$ cat config.mk
export PLATFORM = sky130hd
export DESIGN_NAME = integer_to_ascii_radix
export DESIGN_NICKNAME = d
export VERILOG_FILES = /design/src/i2a_pkg.sv /design/src/integer_to_ascii_radix.sv
export SDC_FILE = /design/constraint.sdc
export NUM_CORES = 1
export LEC_CHECK = 0
export ABC_AREA = 1
export BUFFER_PORTS_ARGS = -buffer_cell sky130_fd_sc_hd__buf_2
export CORE_MARGIN = 1.5
export CORE_UTILIZATION = 61
export CTS_BUF_LIST = sky130_fd_sc_hd__clkbuf_8
export DETAILED_ROUTE_END_ITERATION = 6
export PLACE_DENSITY_LB_ADDON = 0.3
export SLEW_MARGIN = 10
export SYNTH_ARGS = -nofsm -noshare
export SYNTH_HDL_FRONTEND = slang
export SYNTH_SLANG_ARGS = --single-unit
$ cat constraint.sdc
create_clock -name aclk -period 18.36 [get_ports aclk]
set_clock_uncertainty 0.2 [all_clocks]
set_input_delay 2.754 -clock aclk [delete_from_list [all_inputs] [get_ports aclk]]
set_output_delay 2.754 -clock aclk [all_outputs]
set_load 0.005 [all_outputs]
$ cat src/i2a_pkg.sv
// Shared constants, state encoding and character mapping for the integer-to-text converter.
`default_nettype none

package i2a_pkg;

    // Default operand width and register layout.
    localparam int VALUE_WIDTH_DEF = 32;
    localparam int DIGIT_W         = 6;
    localparam int CHAR_W          = 8;

    // Radix register: reset value and saturation limits.
    localparam logic [DIGIT_W-1:0] RADIX_RESET   = 6'd10;
    localparam logic [DIGIT_W-1:0] RADIX_MIN     = 6'd2;
    localparam logic [DIGIT_W-1:0] RADIX_MAX     = 6'd36;
    localparam logic [DIGIT_W-1:0] RADIX_DECIMAL = 6'd10;
    localparam logic [DIGIT_W-1:0] DIGIT_LIMIT   = 6'd36;

    // ASCII codes.
    localparam logic [CHAR_W-1:0] CHAR_ZERO  = 8'h30;
    localparam logic [CHAR_W-1:0] CHAR_A     = 8'h41;
    localparam logic [CHAR_W-1:0] CHAR_MINUS = 8'h2D;

    // Controller states.
    typedef enum logic [2:0] {
        ST_IDLE,
        ST_DIVIDE,
        ST_SIGN,
        ST_READ,
        ST_EMIT
    } i2a_state_t;

    // Map one digit value (0..35) to its ASCII character.
    function automatic logic [CHAR_W-1:0] digit_to_char(input logic [DIGIT_W-1:0] d);
        logic [CHAR_W-1:0] ch;
        if (d > 6'd9) begin
            ch = CHAR_A + CHAR_W'(d) - 8'd10;
        end else begin
            ch = CHAR_ZERO + CHAR_W'(d);
        end
        return ch;
    endfunction

endpackage

`default_nettype wire

$ cat src/integer_to_ascii_radix.sv
// Top level of the integer-to-ASCII converter: divider, digit memory and character output.
`default_nettype none

// Converts one VALUE_WIDTH-bit integer per request into ASCII text in the radix held by the
// configuration register (2..36, reset 10; values outside are saturated). Characters leave most
// significant first, the final one with m_axis_tlast high; zero gives a single '0'. In radix ten a
// negative value is preceded by '-', in every other radix the value is taken as unsigned. Each
// digit comes from a shared restoring divider that retires 8 quotient bits per cycle. Digits are
// pushed into a small memory with a registered read. Once all digits are pushed, a sign state
// emits any minus sign, then each character is popped by a read state followed by an emit state.
// A new request is taken once the final character sits in the output register. Write the radix
// only while the block is idle.
module integer_to_ascii_radix
    import i2a_pkg::*;
#(
    parameter int VALUE_WIDTH = VALUE_WIDTH_DEF
) (
    input  wire logic                                   aclk,
    input  wire logic                                   aresetn,
    // Configuration: radix register.
    input  wire logic                                   cfg_we,
    input  wire logic [DIGIT_W-1:0]                     cfg_wdata,
    // Input requests. tdata: value[VALUE_WIDTH-1:0], zero padding above.
    input  wire logic                                   s_axis_tvalid,
    output logic                                        s_axis_tready,
    input  wire logic [((VALUE_WIDTH + 7) / 8) * 8-1:0] s_axis_tdata,
    // Output characters. tdata: character[7:0]; tlast: last_char.
    output logic                                        m_axis_tvalid,
    input  wire logic                                   m_axis_tready,
    output logic [CHAR_W-1:0]                           m_axis_tdata,
    output logic                                        m_axis_tlast
);

    localparam int STEPS  = (VALUE_WIDTH + 7) / 8;
    localparam int DIV_W  = STEPS * 8;
    localparam int STEP_W = (STEPS > 1) ? $clog2(STEPS) : 1;
    localparam int CNT_W  = $clog2(VALUE_WIDTH + 1);
    localparam int ADDR_W = $clog2(VALUE_WIDTH);

    // Registers.
    i2a_state_t          state_reg, state_next;
    logic [DIGIT_W-1:0]  radix_reg;
    logic [DIV_W-1:0]    div_reg, div_next;
    logic [DIGIT_W-1:0]  rem_reg, rem_next;
    logic [STEP_W-1:0]   step_reg, step_next;
    logic [CNT_W-1:0]    count_reg, count_next;
    logic                neg_reg, neg_next;
    logic                m_valid_reg, m_valid_next;
    logic [CHAR_W-1:0]   m_data_reg, m_data_next;
    logic                m_last_reg, m_last_next;

    // Digit memory.
    logic [DIGIT_W-1:0]  stack_mem [VALUE_WIDTH];
    logic [DIGIT_W-1:0]  rd_data_reg;
    logic                mem_we;
    logic                rd_en;
    logic [ADDR_W-1:0]   wr_addr;
    logic [ADDR_W-1:0]   rd_addr;
    logic [CNT_W-1:0]    count_dec;

    // Datapath signals.
    logic [DIGIT_W-1:0]      radix_eff;
    logic [VALUE_WIDTH-1:0]  v_in;
    logic                    neg_in;
    logic [VALUE_WIDTH-1:0]  mag_in;
    logic [7:0]              q_byte;
    logic [DIGIT_W-1:0]      r_out;
    logic [DIV_W-1:0]        q_shift;
    logic                    last_step;
    logic                    out_free;

    // Saturate the configured radix to 2..36.
    always_comb begin
        if (radix_reg < RADIX_MIN) begin
            radix_eff = RADIX_MIN;
        end else if (radix_reg > RADIX_MAX) begin
            radix_eff = RADIX_MAX;
        end else begin
            radix_eff = radix_reg;
        end
    end

    // Sign handling: only radix ten shows a sign; the magnitude of the most negative value
    // fits the unsigned width exactly.
    assign v_in   = s_axis_tdata[VALUE_WIDTH-1:0];
    assign neg_in = (radix_eff == RADIX_DECIMAL) && v_in[VALUE_WIDTH-1];
    assign mag_in = neg_in ? ((~v_in) + VALUE_WIDTH'(1)) : v_in;

    // Eight restoring division steps on the top byte of the dividend shifter.
    always_comb begin
        logic [DIGIT_W:0]   t;
        logic [DIGIT_W-1:0] r;
        logic [7:0]         top;
        r   = rem_reg;
        top = div_reg[DIV_W-1 -: 8];
        for (int i = 7; i >= 0; i--) begin
            t = {r, top[i]};
            if (t >= {1'b0, radix_eff}) begin
                t         = t - {1'b0, radix_eff};
                q_byte[i] = 1'b1;
            end else begin
                q_byte[i] = 1'b0;
            end
            r = t[DIGIT_W-1:0];
        end
        r_out = r;
    end

    // Quotient bits enter from the bottom while dividend bits leave at the top.
    assign q_shift   = DIV_W'({div_reg, q_byte});
    assign last_step = (step_reg == STEP_W'(STEPS - 1));
    assign out_free  = !m_valid_reg || m_axis_tready;
    assign count_dec = count_reg - CNT_W'(1);
    assign wr_addr   = count_reg[ADDR_W-1:0];
    assign rd_addr   = count_dec[ADDR_W-1:0];

    // Next state and datapath control.
    always_comb begin
        state_next   = state_reg;
        div_next     = div_reg;
        rem_next     = rem_reg;
        step_next    = step_reg;
        count_next   = count_reg;
        neg_next     = neg_reg;
        m_valid_next = m_valid_reg && !m_axis_tready;
        m_data_next  = m_data_reg;
        m_last_next  = m_last_reg;
        mem_we       = 1'b0;
        rd_en        = 1'b0;
        s_axis_tready = 1'b0;

        case (state_reg)
            ST_IDLE: begin
                s_axis_tready = aresetn;
                if (s_axis_tvalid) begin
                    neg_next   = neg_in;
                    div_next   = DIV_W'(mag_in);
                    rem_next   = '0;
                    step_next  = '0;
                    count_next = '0;
                    state_next = ST_DIVIDE;
                end
            end
            ST_DIVIDE: begin
                // At least one digit is produced, which covers a zero input.
                div_next  = q_shift;
                rem_next  = r_out;
                step_next = step_reg + STEP_W'(1);
                if (last_step) begin
                    mem_we     = 1'b1;
                    count_next = count_reg + CNT_W'(1);
                    rem_next   = '0;
                    step_next  = '0;
                    if (q_shift == '0) begin
                        state_next = ST_SIGN;
                    end
                end
            end
            ST_SIGN: begin
                if (!neg_reg) begin
                    state_next = ST_READ;
                end else if (out_free) begin
                    m_valid_next = 1'b1;
                    m_data_next  = CHAR_MINUS;
                    m_last_next  = 1'b0;
                    neg_next     = 1'b0;
                    state_next   = ST_READ;
                end
            end
            ST_READ: begin
                rd_en      = 1'b1;
                count_next = count_dec;
                state_next = ST_EMIT;
            end
            ST_EMIT: begin
                if (out_free) begin
                    m_valid_next = 1'b1;
                    m_data_next  = digit_to_char(rd_data_reg);
                    m_last_next  = (count_reg == '0);
                    state_next   = (count_reg == '0) ? ST_IDLE : ST_READ;
                end
            end
            default: begin
                state_next = ST_IDLE;
            end
        endcase
    end

    // Control registers.
    always_ff @(posedge aclk) begin
        if (!aresetn) begin
            state_reg   <= ST_IDLE;
            radix_reg   <= RADIX_RESET;
            count_reg   <= '0;
            step_reg    <= '0;
            neg_reg     <= 1'b0;
            m_valid_reg <= 1'b0;
        end else begin
            state_reg   <= state_next;
            count_reg   <= count_next;
            step_reg    <= step_next;
            neg_reg     <= neg_next;
            m_valid_reg <= m_valid_next;
            if (cfg_we) begin
                radix_reg <= cfg_wdata;
            end
        end
    end

    // Payload registers.
    always_ff @(posedge aclk) begin
        div_reg    <= div_next;
        rem_reg    <= rem_next;
        m_data_reg <= m_data_next;
        m_last_reg <= m_last_next;
    end

    // Digit memory: one write port, one registered read port.
    always_ff @(posedge aclk) begin
        if (mem_we) begin
            stack_mem[wr_addr] <= r_out;
        end
        if (rd_en) begin
            rd_data_reg <= stack_mem[rd_addr];
        end
    end

    assign m_axis_tvalid = m_valid_reg;
    assign m_axis_tdata  = m_data_reg;
    assign m_axis_tlast  = m_last_reg;

`ifndef NO_ASSERTIONS
    // The digit count never exceeds the memory depth.
    a_count_range: assert property (@(posedge aclk) disable iff (!aresetn)
        count_reg <= CNT_W'(VALUE_WIDTH))
        else $error("digit count beyond memory depth");

    // An accepted request starts a fresh division with an empty digit memory.
    a_start: assert property (@(posedge aclk) disable iff (!aresetn)
        (s_axis_tvalid && s_axis_tready) |=> (state_reg == ST_DIVIDE && count_reg == '0))
        else $error("request did not start a division");

    // A pushed digit is always below the radix in use.
    a_digit_push: assert property (@(posedge aclk) disable iff (!aresetn)
        mem_we |-> (r_out < radix_eff))
        else $error("remainder not below radix");

    // A popped digit is always a valid digit value.
    a_digit_pop: assert property (@(posedge aclk) disable iff (!aresetn)
        (state_reg == ST_EMIT) |-> (rd_data_reg < DIGIT_LIMIT))
        else $error("popped digit out of range");

    // The input side is only ready while no conversion is in progress.
    a_ready_idle: assert property (@(posedge aclk) disable iff (!aresetn)
        s_axis_tready |-> (state_reg == ST_IDLE && !neg_reg))
        else $error("ready while busy");
`endif

endmodule

`default_nettype wire
### After elaboration in Yosys (flattened, before gate mapping)

Memory sizes are Yosys's and may differ from the RTL's. A register that Yosys moved wholly into a read port is not among the register bits.
Index checks and enable logic that the tools add are counted.

* memories: 1
* memory bits (writable): 192
* input bits: 43
* register bits after elaboration: 66

Memories
* stack_mem: depth 32, bits a word 6, rd ports 1, clocked after memory_dff 1, wr ports 1, RTL line integer_to_ascii_radix.sv:53 `logic [DIGIT_W-1:0] stack_mem [VALUE_WIDTH];`

* add/sub/neg operators: 15
* mux-type cells: 59
* bitwise operators: 1
* equality and inequality tests: 13
* order comparisons: 11
* reductions and logical operators: 17

Operators by type and width (number)
* $mux W6: 13
* $mux W32: 2
* $pmux W32 S2: 1
* $ge A7 B6 Y1: 8
* $sub A6 B6 Y6: 8
* $add A32 B1 Y32 const B: 1
* $logic_not A32 Y1: 1
* $mux W8: 4
* $not A32 Y32: 1
* $mux W1: 22
* $mux W3: 6
* $pmux W6 S3: 1
* $pmux W8 S2: 1
* $pmux W3 S5: 1
* $ne A2 B2 Y1 const B: 6
* $pmux W6 S2: 1
* $add A7 B6 Y8 const A: 1
* $sub A8 B4 Y8 const B: 1
* $add A6 B6 Y7 const A: 1
* $add A6 B1 Y6 const B: 1
* $eq A3 B2 Y1 const B: 2
* $eq A6 B4 Y1 const B: 1
* $gt A6 B4 Y1 const B: 1
* $gt A6 B6 Y1 const B: 1
* other kinds (21): 30

### Longest topological paths before layout

Gate-level depths: netlist (run 1).

* depth in word-level cells: 23
* mapped depth: 90

### Worst setup path before layout (run 1)

Ideal clock, no wire load.

* path type: register to register
* start: reg radix_reg[1]
* end: mem stack_mem[0][4], data pin
* cell stages (with the launch flop): 84
* period minus slack after synthesis: 13.049 ns
* slack: 5.311 ns
* data arrival time: 12.456 ns
* library setup time: 0.393 ns
* path buffers: 4
* path through: dfxtp_1 > inv_1 > a21oi_1 > o31ai_1 > inv_1 > nor3_1 > ha_1 > inv_1 > fa_1 > nand3_1 > nand3_1 > nand2_1 > inv_1 > nand2_1 > nand2_1 > ha_1 > inv_1 > o21bai_1 > [... 48 more ...] > a21oi_1 > nand3_2 > inv_2 > buf_6 > nand2_1 > o21ai_1 > ha_1 > a21oi_1 > nand2_1 > a21oi_1 > inv_1 > a21oi_1 > o21ai_0 > a21oi_1 > nand3_2 > buf_6 > nand2_1 > nand2_1

* longest elaborated chain between the ends: 19
* elaborated cells between the ends (all ways): 28

Ends and longest elaborated chain
* start, declared: RTL line integer_to_ascii_radix.sv:42 `logic [DIGIT_W-1:0] radix_reg;`
* start signal, assigned: RTL line integer_to_ascii_radix.sv:205 `radix_reg <= cfg_wdata;`
* $gt A6 B6 Y1: RTL line integer_to_ascii_radix.sv:76 `end else if (radix_reg > RADIX_MAX) begin`
* $mux W6: RTL line integer_to_ascii_radix.sv:76
* $mux W6 *: RTL line integer_to_ascii_radix.sv:74 `if (radix_reg < RADIX_MIN) begin`
* $sub A6 B6 Y6 or $ge A7 B6 Y1 (tied branches): RTL line integer_to_ascii_radix.sv:99, integer_to_ascii_radix.sv:98
* $mux W6: RTL line integer_to_ascii_radix.sv:98 `if (t >= {1'b0, radix_eff}) begin`
* $sub A6 B6 Y6 or $ge A7 B6 Y1 (tied branches): RTL line integer_to_ascii_radix.sv:99, integer_to_ascii_radix.sv:98
* $mux W6: RTL line integer_to_ascii_radix.sv:98
* $sub A6 B6 Y6 or $ge A7 B6 Y1 (tied branches): RTL line integer_to_ascii_radix.sv:99, integer_to_ascii_radix.sv:98
* [... 4 more ...]
* $mux W6: RTL line integer_to_ascii_radix.sv:98
* $sub A6 B6 Y6 or $ge A7 B6 Y1 (tied branches): RTL line integer_to_ascii_radix.sv:99, integer_to_ascii_radix.sv:98
* $mux W6: RTL line integer_to_ascii_radix.sv:98
* $ge A7 B6 Y1 or $sub A6 B6 Y6 (tied branches): RTL line integer_to_ascii_radix.sv:98, integer_to_ascii_radix.sv:99
* $mux W6: RTL line integer_to_ascii_radix.sv:98
* $sub A6 B6 Y6 or $ge A7 B6 Y1 (tied branches): RTL line integer_to_ascii_radix.sv:99, integer_to_ascii_radix.sv:98
* $mux W6 *: RTL line integer_to_ascii_radix.sv:98
* via r_out[4]: RTL line integer_to_ascii_radix.sv:67 `logic [DIGIT_W-1:0] r_out;`
* end, declared: RTL line integer_to_ascii_radix.sv:53

Mark *: on every way through the listed nets, which the timed path passes. The rest lies on a longest branch.

### Final worst setup path (run 1)

* start: reg radix_reg[0]
* end: mem stack_mem[13][0], data pin

* longest elaborated chain between the ends: 19
* elaborated cells between the ends (all ways): 28

Ends and longest elaborated chain (RTL line)
* $gt A6 B6 Y1: integer_to_ascii_radix.sv:76
* $mux W6: integer_to_ascii_radix.sv:76
* $mux W6 *: integer_to_ascii_radix.sv:74
* $sub A6 B6 Y6 or $ge A7 B6 Y1 (tied branches): integer_to_ascii_radix.sv:99, integer_to_ascii_radix.sv:98
* $mux W6: integer_to_ascii_radix.sv:98
* $sub A6 B6 Y6 or $ge A7 B6 Y1 (tied branches): integer_to_ascii_radix.sv:99, integer_to_ascii_radix.sv:98
* $mux W6: integer_to_ascii_radix.sv:98
* $sub A6 B6 Y6 or $ge A7 B6 Y1 (tied branches): integer_to_ascii_radix.sv:99, integer_to_ascii_radix.sv:98
* [... 4 more ...]
* $mux W6: integer_to_ascii_radix.sv:98
* $sub A6 B6 Y6 or $ge A7 B6 Y1 (tied branches): integer_to_ascii_radix.sv:99, integer_to_ascii_radix.sv:98
* $mux W6: integer_to_ascii_radix.sv:98
* $ge A7 B6 Y1 or $sub A6 B6 Y6 (tied branches): integer_to_ascii_radix.sv:98, integer_to_ascii_radix.sv:99
* $mux W6: integer_to_ascii_radix.sv:98
* $ge A7 B6 Y1: integer_to_ascii_radix.sv:98
* $mux W6 *: integer_to_ascii_radix.sv:98
* via r_out[0]: integer_to_ascii_radix.sv:67

Marks and branches as above.

==> summary.md, run 1 <==
| Metric | Value |
|---|---|
| Setup TNS | 0 ns |
| Nets | 1607 |
| RD Place Congestion | around 0.95 |
| Die Span Y | 156 um |
| Syn. warnings | 0 |
| Setup bufs post-CTS | 0 |
| CP bufs+invs | 9 |
| # fillers | 1672 |
| GRT Overall Usage | 28.8% |
| Port Buffers | 52 |
| Max Freq | 0.0650 GHz |
| Synth area leader | edfxtp_1 |
| Met1 Use GR | a little over two fifths |
| Initial Utilization | approximately 63% |
| Layout cells sized above 1 | around a tenth |
| RSZ-0062 raised after global routing | false |
| # hold bufs at CTS | 0 |
| Global routing's busiest layer | met2 |
| Ant. Diodes | 0 |
| DR vias/cell | 6.02 |
| Critical path class | flop to flop |
| Min-Delay Path Class | flop to flop |
| Most common cell in the netlist | edfxtp_1 |
| Final WL | about 34000 um |
| Iter 0 DRT Violations | between 1k and 1.5k |
| Fin. Hold Viols | 0 |
| Flops & latches, synth | about 260 |
| CP dominant cell by count | nand2_1 |
| Worst Path Required | ~18 ns |
| Clock-pin slew on the worst setup and hold paths | about 0.060 ns |
| Post-synth ARST share | 0% |
| Routing usage on met3 | ~4.8% |
| Area Growth Syn to Fin | 8.68% |
| Final slew viol count | 0 |
| Sequential area share after synthesis | 54.0% |
| Skew-Pair Late Insertion Delay | ~0.55 ns |
| CP arrival | 15.36 ns |
| FP Rows | between 50 and 60 |
| Crit-path max FO | 32 |
| Worst slew pin tran | 1.15 ns |
| Status | finished clean |
| First drt pass iteration count | 5 |
| Final setup vio count | 0 |
| Syn Inst Count | about 1.4k |
| Die Width | 156 um |
| DR WL/cell | approximately 19 um |
| GR Layer Usage met2 | ~44% |
| Synth top area share | 51.3% |
| Crit path max-delay family | compound AO/OA/AOI/OAI gates |
| Post-DP HPWL | between 20000 and 25000 um |
| # H-tree levels | 2 |
| Slowest stage delay, CP | 0.76 ns |
| CTS resizes | 0 |
| Io pins | 54 |
| Period Utilization, post-route | a little over four fifths |
| DIE AREA | around 24000 um2 |
| Remaining DRCs | 0 |
| EDFF count, synth | approximately 240 |
| CTS tree | done |
| Max FFs per register | about 190 |
| Vias in the first global route | 10.4k |
| CTS Buf Count | 43 |
| Worst setup EP type | flop |
| Clock tree buffer depth | 3 |
| Vias | 11.1k |
| CTS Sinks | approximately 260 |
| Initial antenna violation count | 1 |
| Mapped Avg Cell Area | about 9.9 um2 |
| Core ar. | roughly 23000 um2 |
| Maxcap violations | 0 |
| DRT antenna net count | 0 |
| Multi-input logic area | roughly 6000 um2 |
| Fin crit period | ~15 ns |
| Setup crit start kind | flop |
| Largest net degree at the start of global routing | between 100 and 150 |
| Seq. cell area | 7710 um2 |
| Top_reg_cell synth | edfxtp_1 |
| Slew margin rel. | a little under a quarter |
| Global-route wire length before repair | about 54000 um |
| Root buf cell | clkbuf_8 |
| Post-synth cell types | 51 |
| Syn nets | about 1.6k |
| Synthesized cell area | 14300 um2 |
| Grt total ovfl | 0 |
| Area contributors post-synth | edfxtp_1 51%, nor2_1 5.9%, ha_1 5.2%, nand2_1 5.0%, o21ai_0 4.7% |
| CP max stage cell | inv_1 |
| Post-synth top cells | 244 x edfxtp_1, 223 x nor2_1, 191 x nand2_1 |
-- logic make-up after synthesis --
kind of cell,Yosys count,synth area share [%]
adder cells (fa/ha/maj),67,6.29
buffers and inverters,189,5.20
flip-flops,263,54.0
AND/OR/NAND/NOR,532,16.1
XOR/XNOR,60,3.68
other,1,0.0263
AO/OA/AOI/OAI,316,13.4
multiplexers,19,1.33
-- layout make-up --
class	instances	area share, %
sequential	263	49.7
inverter	134	3.24
multi-input combinational	995	37.7
timing repair buffer	60	2.06
clock buffer	43	3.81
clock inverter	35	0.983
tap	313	2.52
-- worst paths after layout --
path	start	cells after the start	end	slack, ns
hold reg to reg	step_reg[0]	1	step_reg[0]	0.27
setup / recovery	radix_reg[0]	80	stack_mem[13][0]	2.99
setup reg to reg	radix_reg[0]	80	stack_mem[13][0]	2.99
hold / removal	step_reg[0]	1	step_reg[0]	0.27
-- cells in the final DEF (no fill, tap or decap), types with 21 or more instances in the layout --
master / netlist / layout
o211ai_1: 21 / 21
o32ai_1: 30 / 30
edfxtp_1: 244 / 244
nand3_1: 51 / 51
nor2_1: 223 / 222
ha_1: 59 / 58
nand2_1: 191 / 191
o21ai_0: 135 / 135
buf_2: 0 / 52
inv_1: 124 / 136
clkbuf_8: 0 / 43
xor2_1: 32 / 32
a21oi_1: 58 / 58
xnor2_1: 28 / 28
-- routing by layer --
metal	share of wire [%]	routed length (um)
met4	1.9	641
met5	0.050	17
met2	45	15300
met1	44	15200
met3	9.3	3180
-- worst reg2reg max path: cells and delay by family (launching register included) --
kind	cells	cell delay [ns]
adders and majority gates	8	2.83
AOI/OAI and AO/OA	35	6.36
and+or+nand+nor	28	3.64
buffers and inverters	9	1.72
DFF	1	0.29
-- metrics by stage --
step	setup WS, ns	hold slack [ns]	instance area (um2)	cells	utilization (%)
floorplan	5.31	0.229	14300	1447	-
global placement	4.20	0.249	14800	1765	64.9
detailed placement	3.37	0.257	14800	1765	64.9
CTS	3.30	0.267	15500	1843	68.2
global route	1.59	0.292	15500	1843	68.2
finish	2.99	0.271	15500	1843	68.2
Power of run 1 is left out: the tool's default activity adds up to more than one toggle a clock period on the data nets, which glitch-free logic cannot reach.
==> run 2: changes to the inputs <==
- ABC_AREA: 1 -> 0
- clock period: 18.36 -> 16.06 ns (I/O delays scaled with it)
==> summary.md, run 2 <==
| Metric | Value |
|---|---|
| Final setup margin | 0.508 ns (-2.48 ns) |
| Final slew viol count | 0 (unchanged) |
| Min-Delay Path Class | flop to flop |
| Skew-Pair Late Insertion Delay | 0.54 ns (about the same) |
| CP dominant cell by count | ha_1 |
| Largest net degree at the start of global routing | 64 (-37%) |
| Post-synth ARST share | 0% (unchanged) |
| Fin crit period | 15.55 ns (+0.179 ns) |
| Setup crit start kind | flop |
| CTS Buf Count | 40 (-7.0%) |
| Post-layout util | 72.0% (+3.9 points) |
| Global-route wire length before repair | 53900 um (-1.0%) |
| Crit-path max FO | 9 (-72%) |
| Synthesized cell area | 14400 um2 (+0.84%) |
| CTS Sinks | 263 (unchanged) |
| Slowest stage delay, CP | 0.40 ns (-0.36 ns) |
| Initial Utilization | 61.7% (-0.97 points) |
| Critical path class | flop to flop |
| Most common cell in the netlist | edfxtp_1 |
| Post-DP HPWL | 24100 um (+3.9%) |
| Die Width | 157 um (+0.41%) |
| Syn Inst Count | 1141 (-21%) |
| DR WL/cell | 22.4 um (+20%) |
| Nets | 1391 (-13%) |
| Post-synth top cells | 244 x edfxtp_1, 108 x nor2_1, 77 x nand2_1 |
| Worst slew pin tran | 1.09 ns (-0.0572 ns) |
| Area Growth Syn to Fin | 16.7% |
| Vias | 10.3k (-7.5%) |
| Grt total ovfl | 0 (unchanged) |
| Vias in the first global route | 9755 (-5.8%) |
| # hold bufs at CTS | 0 (unchanged) |
| Reg2reg end | stack_mem[31][4] |
| Syn. warnings | 0 (unchanged) |
| Top_reg_cell synth | edfxtp_1 |
| Status | finished clean |
| WHS Path Cells | 2 (+1) |
| # H-tree levels | 2 (unchanged) |
| Remaining DRCs | 0 (unchanged) |
| RD Place Congestion | 0.933 (-1.6%) |
| Maxcap violations | 0 (unchanged) |
| Worst setup EP type | flop |
| Final WL | 36400 um (+6.2%) |
| Synth top area share | 50.9% (-0.43 points) |
| Layout cells sized above 1 | 26.5% (+16 points) |
| Slew margin rel. | 26.9% (+3.5 points) |
| CP arrival | 15.75 ns (+0.39 ns) |
| First drt pass iteration count | 6 (+1) |
| Max Freq | 0.0643 GHz (-1.1%) |
| Most common cell after layout, fill and taps aside | edfxtp_1 |
| Clock tree buffer depth | 3 (unchanged) |
| Hold path start | count_reg[5] |
| Design area | 16800 um2 (+8.3%) |
| DRT antenna net count | 0 (unchanged) |
| Clock-pin slew on the worst setup and hold paths | 0.06 ns (about the same) |
| DIE AREA | 24500 um2 (+0.83%) |
| Worst R2R Setup Slack | 0.51 ns (-2.48 ns) |
| Reg-to-Reg Start | radix_reg[2] |
| CP max stage cell | or3_1 |
| Max FFs per register | 192 (unchanged) |
| GRT Overall Usage | 29.2% (+0.38 points) |
| Worst hold endpoint | count_reg[5] |
| Die Span Y | 157 um (+0.41%) |
| Initial antenna violation count | 0 (-1) |
| Period Utilization, post-route | 96.8% (+13 points) |
| Synth area leader | edfxtp_1 |
| DR vias/cell | 6.32 (+4.9%) |
| FP Rows | 56 (+1.8%) |
| DP Area | 15400 um2 (+4.0%) |
| Critical path startpoint | radix_reg[2] |
| Io pins | 54 (unchanged) |
| Sequential area share after synthesis | 53.5% (-0.45 points) |
| Fin. Hold Viols | 0 (unchanged) |
| Mapped Avg Cell Area | 12.6 um2 (+28%) |
| Area contributors post-synth | edfxtp_1 51%, mux4_2 9.4%, ha_1 5.1%, nor2_1 2.8%, dfxtp_1 2.6% |
| Root buf cell | clkbuf_8 |
| EDFF count, synth | 244 (unchanged) |
| Most frequent cells in the layout | 244 x edfxtp_1, 104 x nor2_1, 77 x nand2_1 |
| CTS tree | done |
| Iter 0 DRT Violations | 1324 (-1.5%) |
| Core ar. | 23300 um2 (+2.4%) |
| Worst Path Required | 16.26 ns (-2.09 ns) |
| Pre-CTS WS | -0.839 ns (-4.21 ns) |
| Final setup vio count | 0 (unchanged) |
| Port Buffers | 52 (unchanged) |
| Syn nets | 1251 (-20%) |
| Ant. Diodes | 0 (unchanged) |
| Flops & latches, synth | 263 (unchanged) |
| Post-synth cell types | 77 (+51%) |
| Reg2reg path depth | 74 (-7.5%) |
-- run 2: cell types whose count changed in the layout (fill, tap and decap cells not counted), sizes merged, moves of 14 or more --
cell / before / now
nand2: 199 / 78
mux4: 0 / 60
inv: 146 / 66
o211ai: 21 / 4
nand3: 62 / 13
buf: 60 / 137
o221ai: 19 / 4
nor2: 227 / 108
a21o: 1 / 15
nor2b: 0 / 27
o32ai: 30 / 0
o21ai: 154 / 62
mux2: 0 / 20
-- run 2: logic make-up (layout without fill, tap and decap cells) --
logic type	Yosys count	in the layout	share of synthesized area [%]
buffers and inverters	97	258	2.65
AO/OA/AOI/OAI	231	233	10.8
multiplexers	97	100	12.2
AND/OR/NAND/NOR	326	326	11.0
other	1	1	0.0260
flip-flops	263	263	53.5
XOR/XNOR	59	59	3.59
adder cells (fa/ha/maj)	67	67	6.24
-- run 2: final cells by class --
type,count,area (um2)
timing repair buffer,137,995
inverter,53,199
multi-input combinational,786,6810
clock buffer,41,564
fill,1525,6530
clock inverter,27,131
tap,319,399
sequential,263,7710
-- run 2: worst max-delay path by stage --
stage / endpoint / cells past startpoint
after CTS: stack_mem[20][5] / 74
final: stack_mem[31][4] / 74
after global routing: stack_mem[31][5] / 75
after detailed placement: stack_mem[22][4] / 68
after floorplan: stack_mem[0][4] / 75
after global placement: stack_mem[20][4] / 70
-- run 2: metrics by stage --
stage / hold slack (ns) / std cells / setup TNS (ns)
2_1_floorplan: 0.269 / 1141 / 0
3_3_place_gp: 0.292 / 1516 / -3.09
3_5_place_dp: 0.301 / 1516 / -113.63
5_1_grt: 0.339 / 1626 / -33.54
4_1_cts: 0.310 / 1599 / 0
6_report: 0.311 / 1626 / 0
-- run 2: critical path: cells and delay by family, from the launching register on --
kind	cells	cell delay, ns
multiplexers	4	1.15
AND/OR/NAND/NOR	18	3.01
AO/OA/AOI/OAI	38	7.42
buffers and inverters	6	0.88
flip-flops	1	0.31
adder cells (fa/ha/maj)	8	2.40
-- run 2: what timing repair did --
item | in CTS | in global routing
pin swaps | 4 | 27
gates cloned | 3 | 3
gates resized for setup | 19 | 50
setup buffers | 12 | 24
setup endpoints to repair | 197 | 201
-- run 2: layer usage --
metal	global-route usage [%]	up-vias	share of wire, %
met5	0	-	0
met4	11.0	0	3.9
met3	4.51	100	7.1
met2	50.5	502	50
met1	37.4	5033	39
li1	-	4638	-
Power of run 2 is left out for the same reason.
==> run 3: changes to the inputs <==
- RECOVER_POWER: not set -> 100
==> summary.md, run 3 (synthesis results as in run 2) <==
| Metric | Value |
|---|---|
| Failing checks | capacitance limit, slew limit |
| Maxcap violations | 1 (+1) |
| DRT antenna net count | 0 (unchanged) |
| # H-tree levels | 2 (unchanged) |
| Placed Cells | 1516 (unchanged) |
| Grt total ovfl | 0 (unchanged) |
| Iter 0 DRT Violations | 1263 (-4.6%) |
| Reg2reg path depth | 74 (unchanged) |
| Layout cells sized above 1 | 25.5% (-0.99 points) |
| Final setup vio count | 0 (unchanged) |
| Clock-pin slew on the worst setup and hold paths | 0.06 ns (about the same) |
| Critical path class | flop to flop |
| Crit path max-delay family | compound AO/OA/AOI/OAI gates |
| Remaining DRCs | 0 (unchanged) |
| First drt pass iteration count | 7 (+1) |
| Hold path start | count_reg[5] |
| # hold bufs at CTS | 0 (unchanged) |
| Most common cell after layout, fill and taps aside | edfxtp_1 |
| Post-layout util | 71.9% (-0.14 points) |
| Post-DP HPWL | 24100 um (unchanged) |
| Ant. Diodes | 0 (unchanged) |
| CTS Buf Count | 40 (unchanged) |
| Finished Layout Cells | 1626 (unchanged) |
| Slew margin rel. | -26.0% (-53 points) |
| Global-route wire length before repair | 53900 um (unchanged) |
| CP arrival | 15.75 ns (about the same) |
| Nets | 1391 (unchanged) |
| Fin crit period | 15.55 ns (-0.000187 ns) |
| Core ar. | 23300 um2 (unchanged) |
| Die Span Y | 157 um (unchanged) |
| DP Area | 15400 um2 (unchanged) |
| Worst Path Required | 16.26 ns (about the same) |
| WHS Path Cells | 2 (unchanged) |
| DIE AREA | 24500 um2 (unchanged) |
| Port Buffers | 52 (unchanged) |
| DR vias/cell | 6.34 (+0.37%) |
| Vias in the first global route | 9755 (unchanged) |
| Final slew viol count | 13 (+13) |
| GRT Overall Usage | 29.2% (unchanged) |
| Die Width | 157 um (unchanged) |
| Period Utilization, post-route | 96.8% (about the same) |
| RD Place Congestion | 0.933 (unchanged) |
| DR WL/cell | 22.5 um (+0.46%) |
| Worst slew pin tran | 1.88 ns (+0.785 ns) |
| Skew-Pair Late Insertion Delay | 0.55 ns (about the same) |
| Fin Hold WS | 0.310 ns (-0.00104 ns) |
| CP bufs+invs | 6 (unchanged) |
| Clock tree buffer depth | 3 (unchanged) |
| Final WL | 36500 um (+0.46%) |
| Largest net degree at the start of global routing | 64 (unchanged) |
| CP dominant cell by count | ha_1 |
| CP max stage cell | or3_1 |
| Vias | 10.3k (+0.37%) |
| Worst setup EP type | flop |
| Area Growth Syn to Fin | 16.5% |
| Status | finished with violations |
| Worst hold endpoint | count_reg[5] |
| Setup crit start kind | flop |
| Worst R2R Setup Slack | 0.51 ns (about the same) |
| Io pins | 54 (unchanged) |
| Initial Utilization | 61.7% (unchanged) |
| Reg2reg end | stack_mem[31][4] |
| Max FFs per register | 192 (unchanged) |
| Min-Delay Path Class | flop to flop |
| Design area | 16800 um2 (-0.19%) |
| Slowest stage delay, CP | 0.40 ns (about the same) |
| FP Rows | 56 (unchanged) |
| Fin. Hold Viols | 0 (unchanged) |
| Most frequent cells in the layout | 244 x edfxtp_1, 105 x nor2_1, 77 x nand2_1 |
| Crit-path max FO | 9 (unchanged) |
| Reg-to-Reg Start | radix_reg[2] |
| CTS Sinks | 263 (unchanged) |
| Initial antenna violation count | 0 (unchanged) |
| Max Freq | 0.0643 GHz (about the same) |
| CTS tree | done |
| Root buf cell | clkbuf_8 |
==> run 3: repair_timing <==
| action | 4_1_cts | 5_1_grt |
|---|---|---|
| pin swaps | 4 | 27 |
| buffers inserted | 12 | 24 |
| hold endpoints to repair | 0 | 0 |
| cloned | 3 | 3 |
| gates resized for setup | 19 | 50 |
| setup endpoints to repair | 197 | 201 |
==> run 3: area by class of cell <==
type,count,area [um2]
clock buffer,41,564
clock inverter,27,131
fill,1536,6560
inverter,53,199
multi-input combinational,786,6790
sequential,263,7710
tap,319,399
timing repair buffer,137,981
==> run 3: worst register-to-register path, delay by kind of cell, from the launching register on <==
| kind | cells | cell delay (ns) |
|---|---|---|
| buf+inv | 6 | 0.88 |
| fa+ha+maj | 8 | 2.40 |
| simple gates | 18 | 3.02 |
| compound gates | 38 | 7.44 |
| mux | 4 | 1.15 |
| flops | 1 | 0.31 |
==> run 3: worst max path at each step <==
stage                  from               end  slack [ns]  cells past startpoint
2_1_floorplan  radix_reg[2]   stack_mem[0][4]        0.02                     75
3_3_place_gp   radix_reg[2]  stack_mem[20][4]       -0.06                     70
3_5_place_dp   radix_reg[2]  stack_mem[22][4]       -0.84                     68
4_1_cts        radix_reg[2]  stack_mem[20][5]        0.06                     74
5_1_grt        radix_reg[2]  stack_mem[31][5]       -0.21                     75
6_report       radix_reg[2]  stack_mem[31][4]        0.51                     74
==> run 3: stage by stage <==
step	setup slack, ns	setup TNS (ns)
3_5_place_dp	-0.839	-113.63
5_1_grt	-0.214	-33.54
4_1_cts	0.0646	0
3_3_place_gp	-0.0614	-3.09
2_1_floorplan	0.0244	0
6_report	0.508	0
==> run 3: per-layer routing <==
layer	global-route usage [%]	vias up	share of wire (%)
met2	50.5	521	50
met3	4.51	105	7.0
met4	11.0	0	4.0
li1	-	4636	-
met5	0	-	0
met1	37.4	5049	39
Power of run 3 is left out for the same reason.
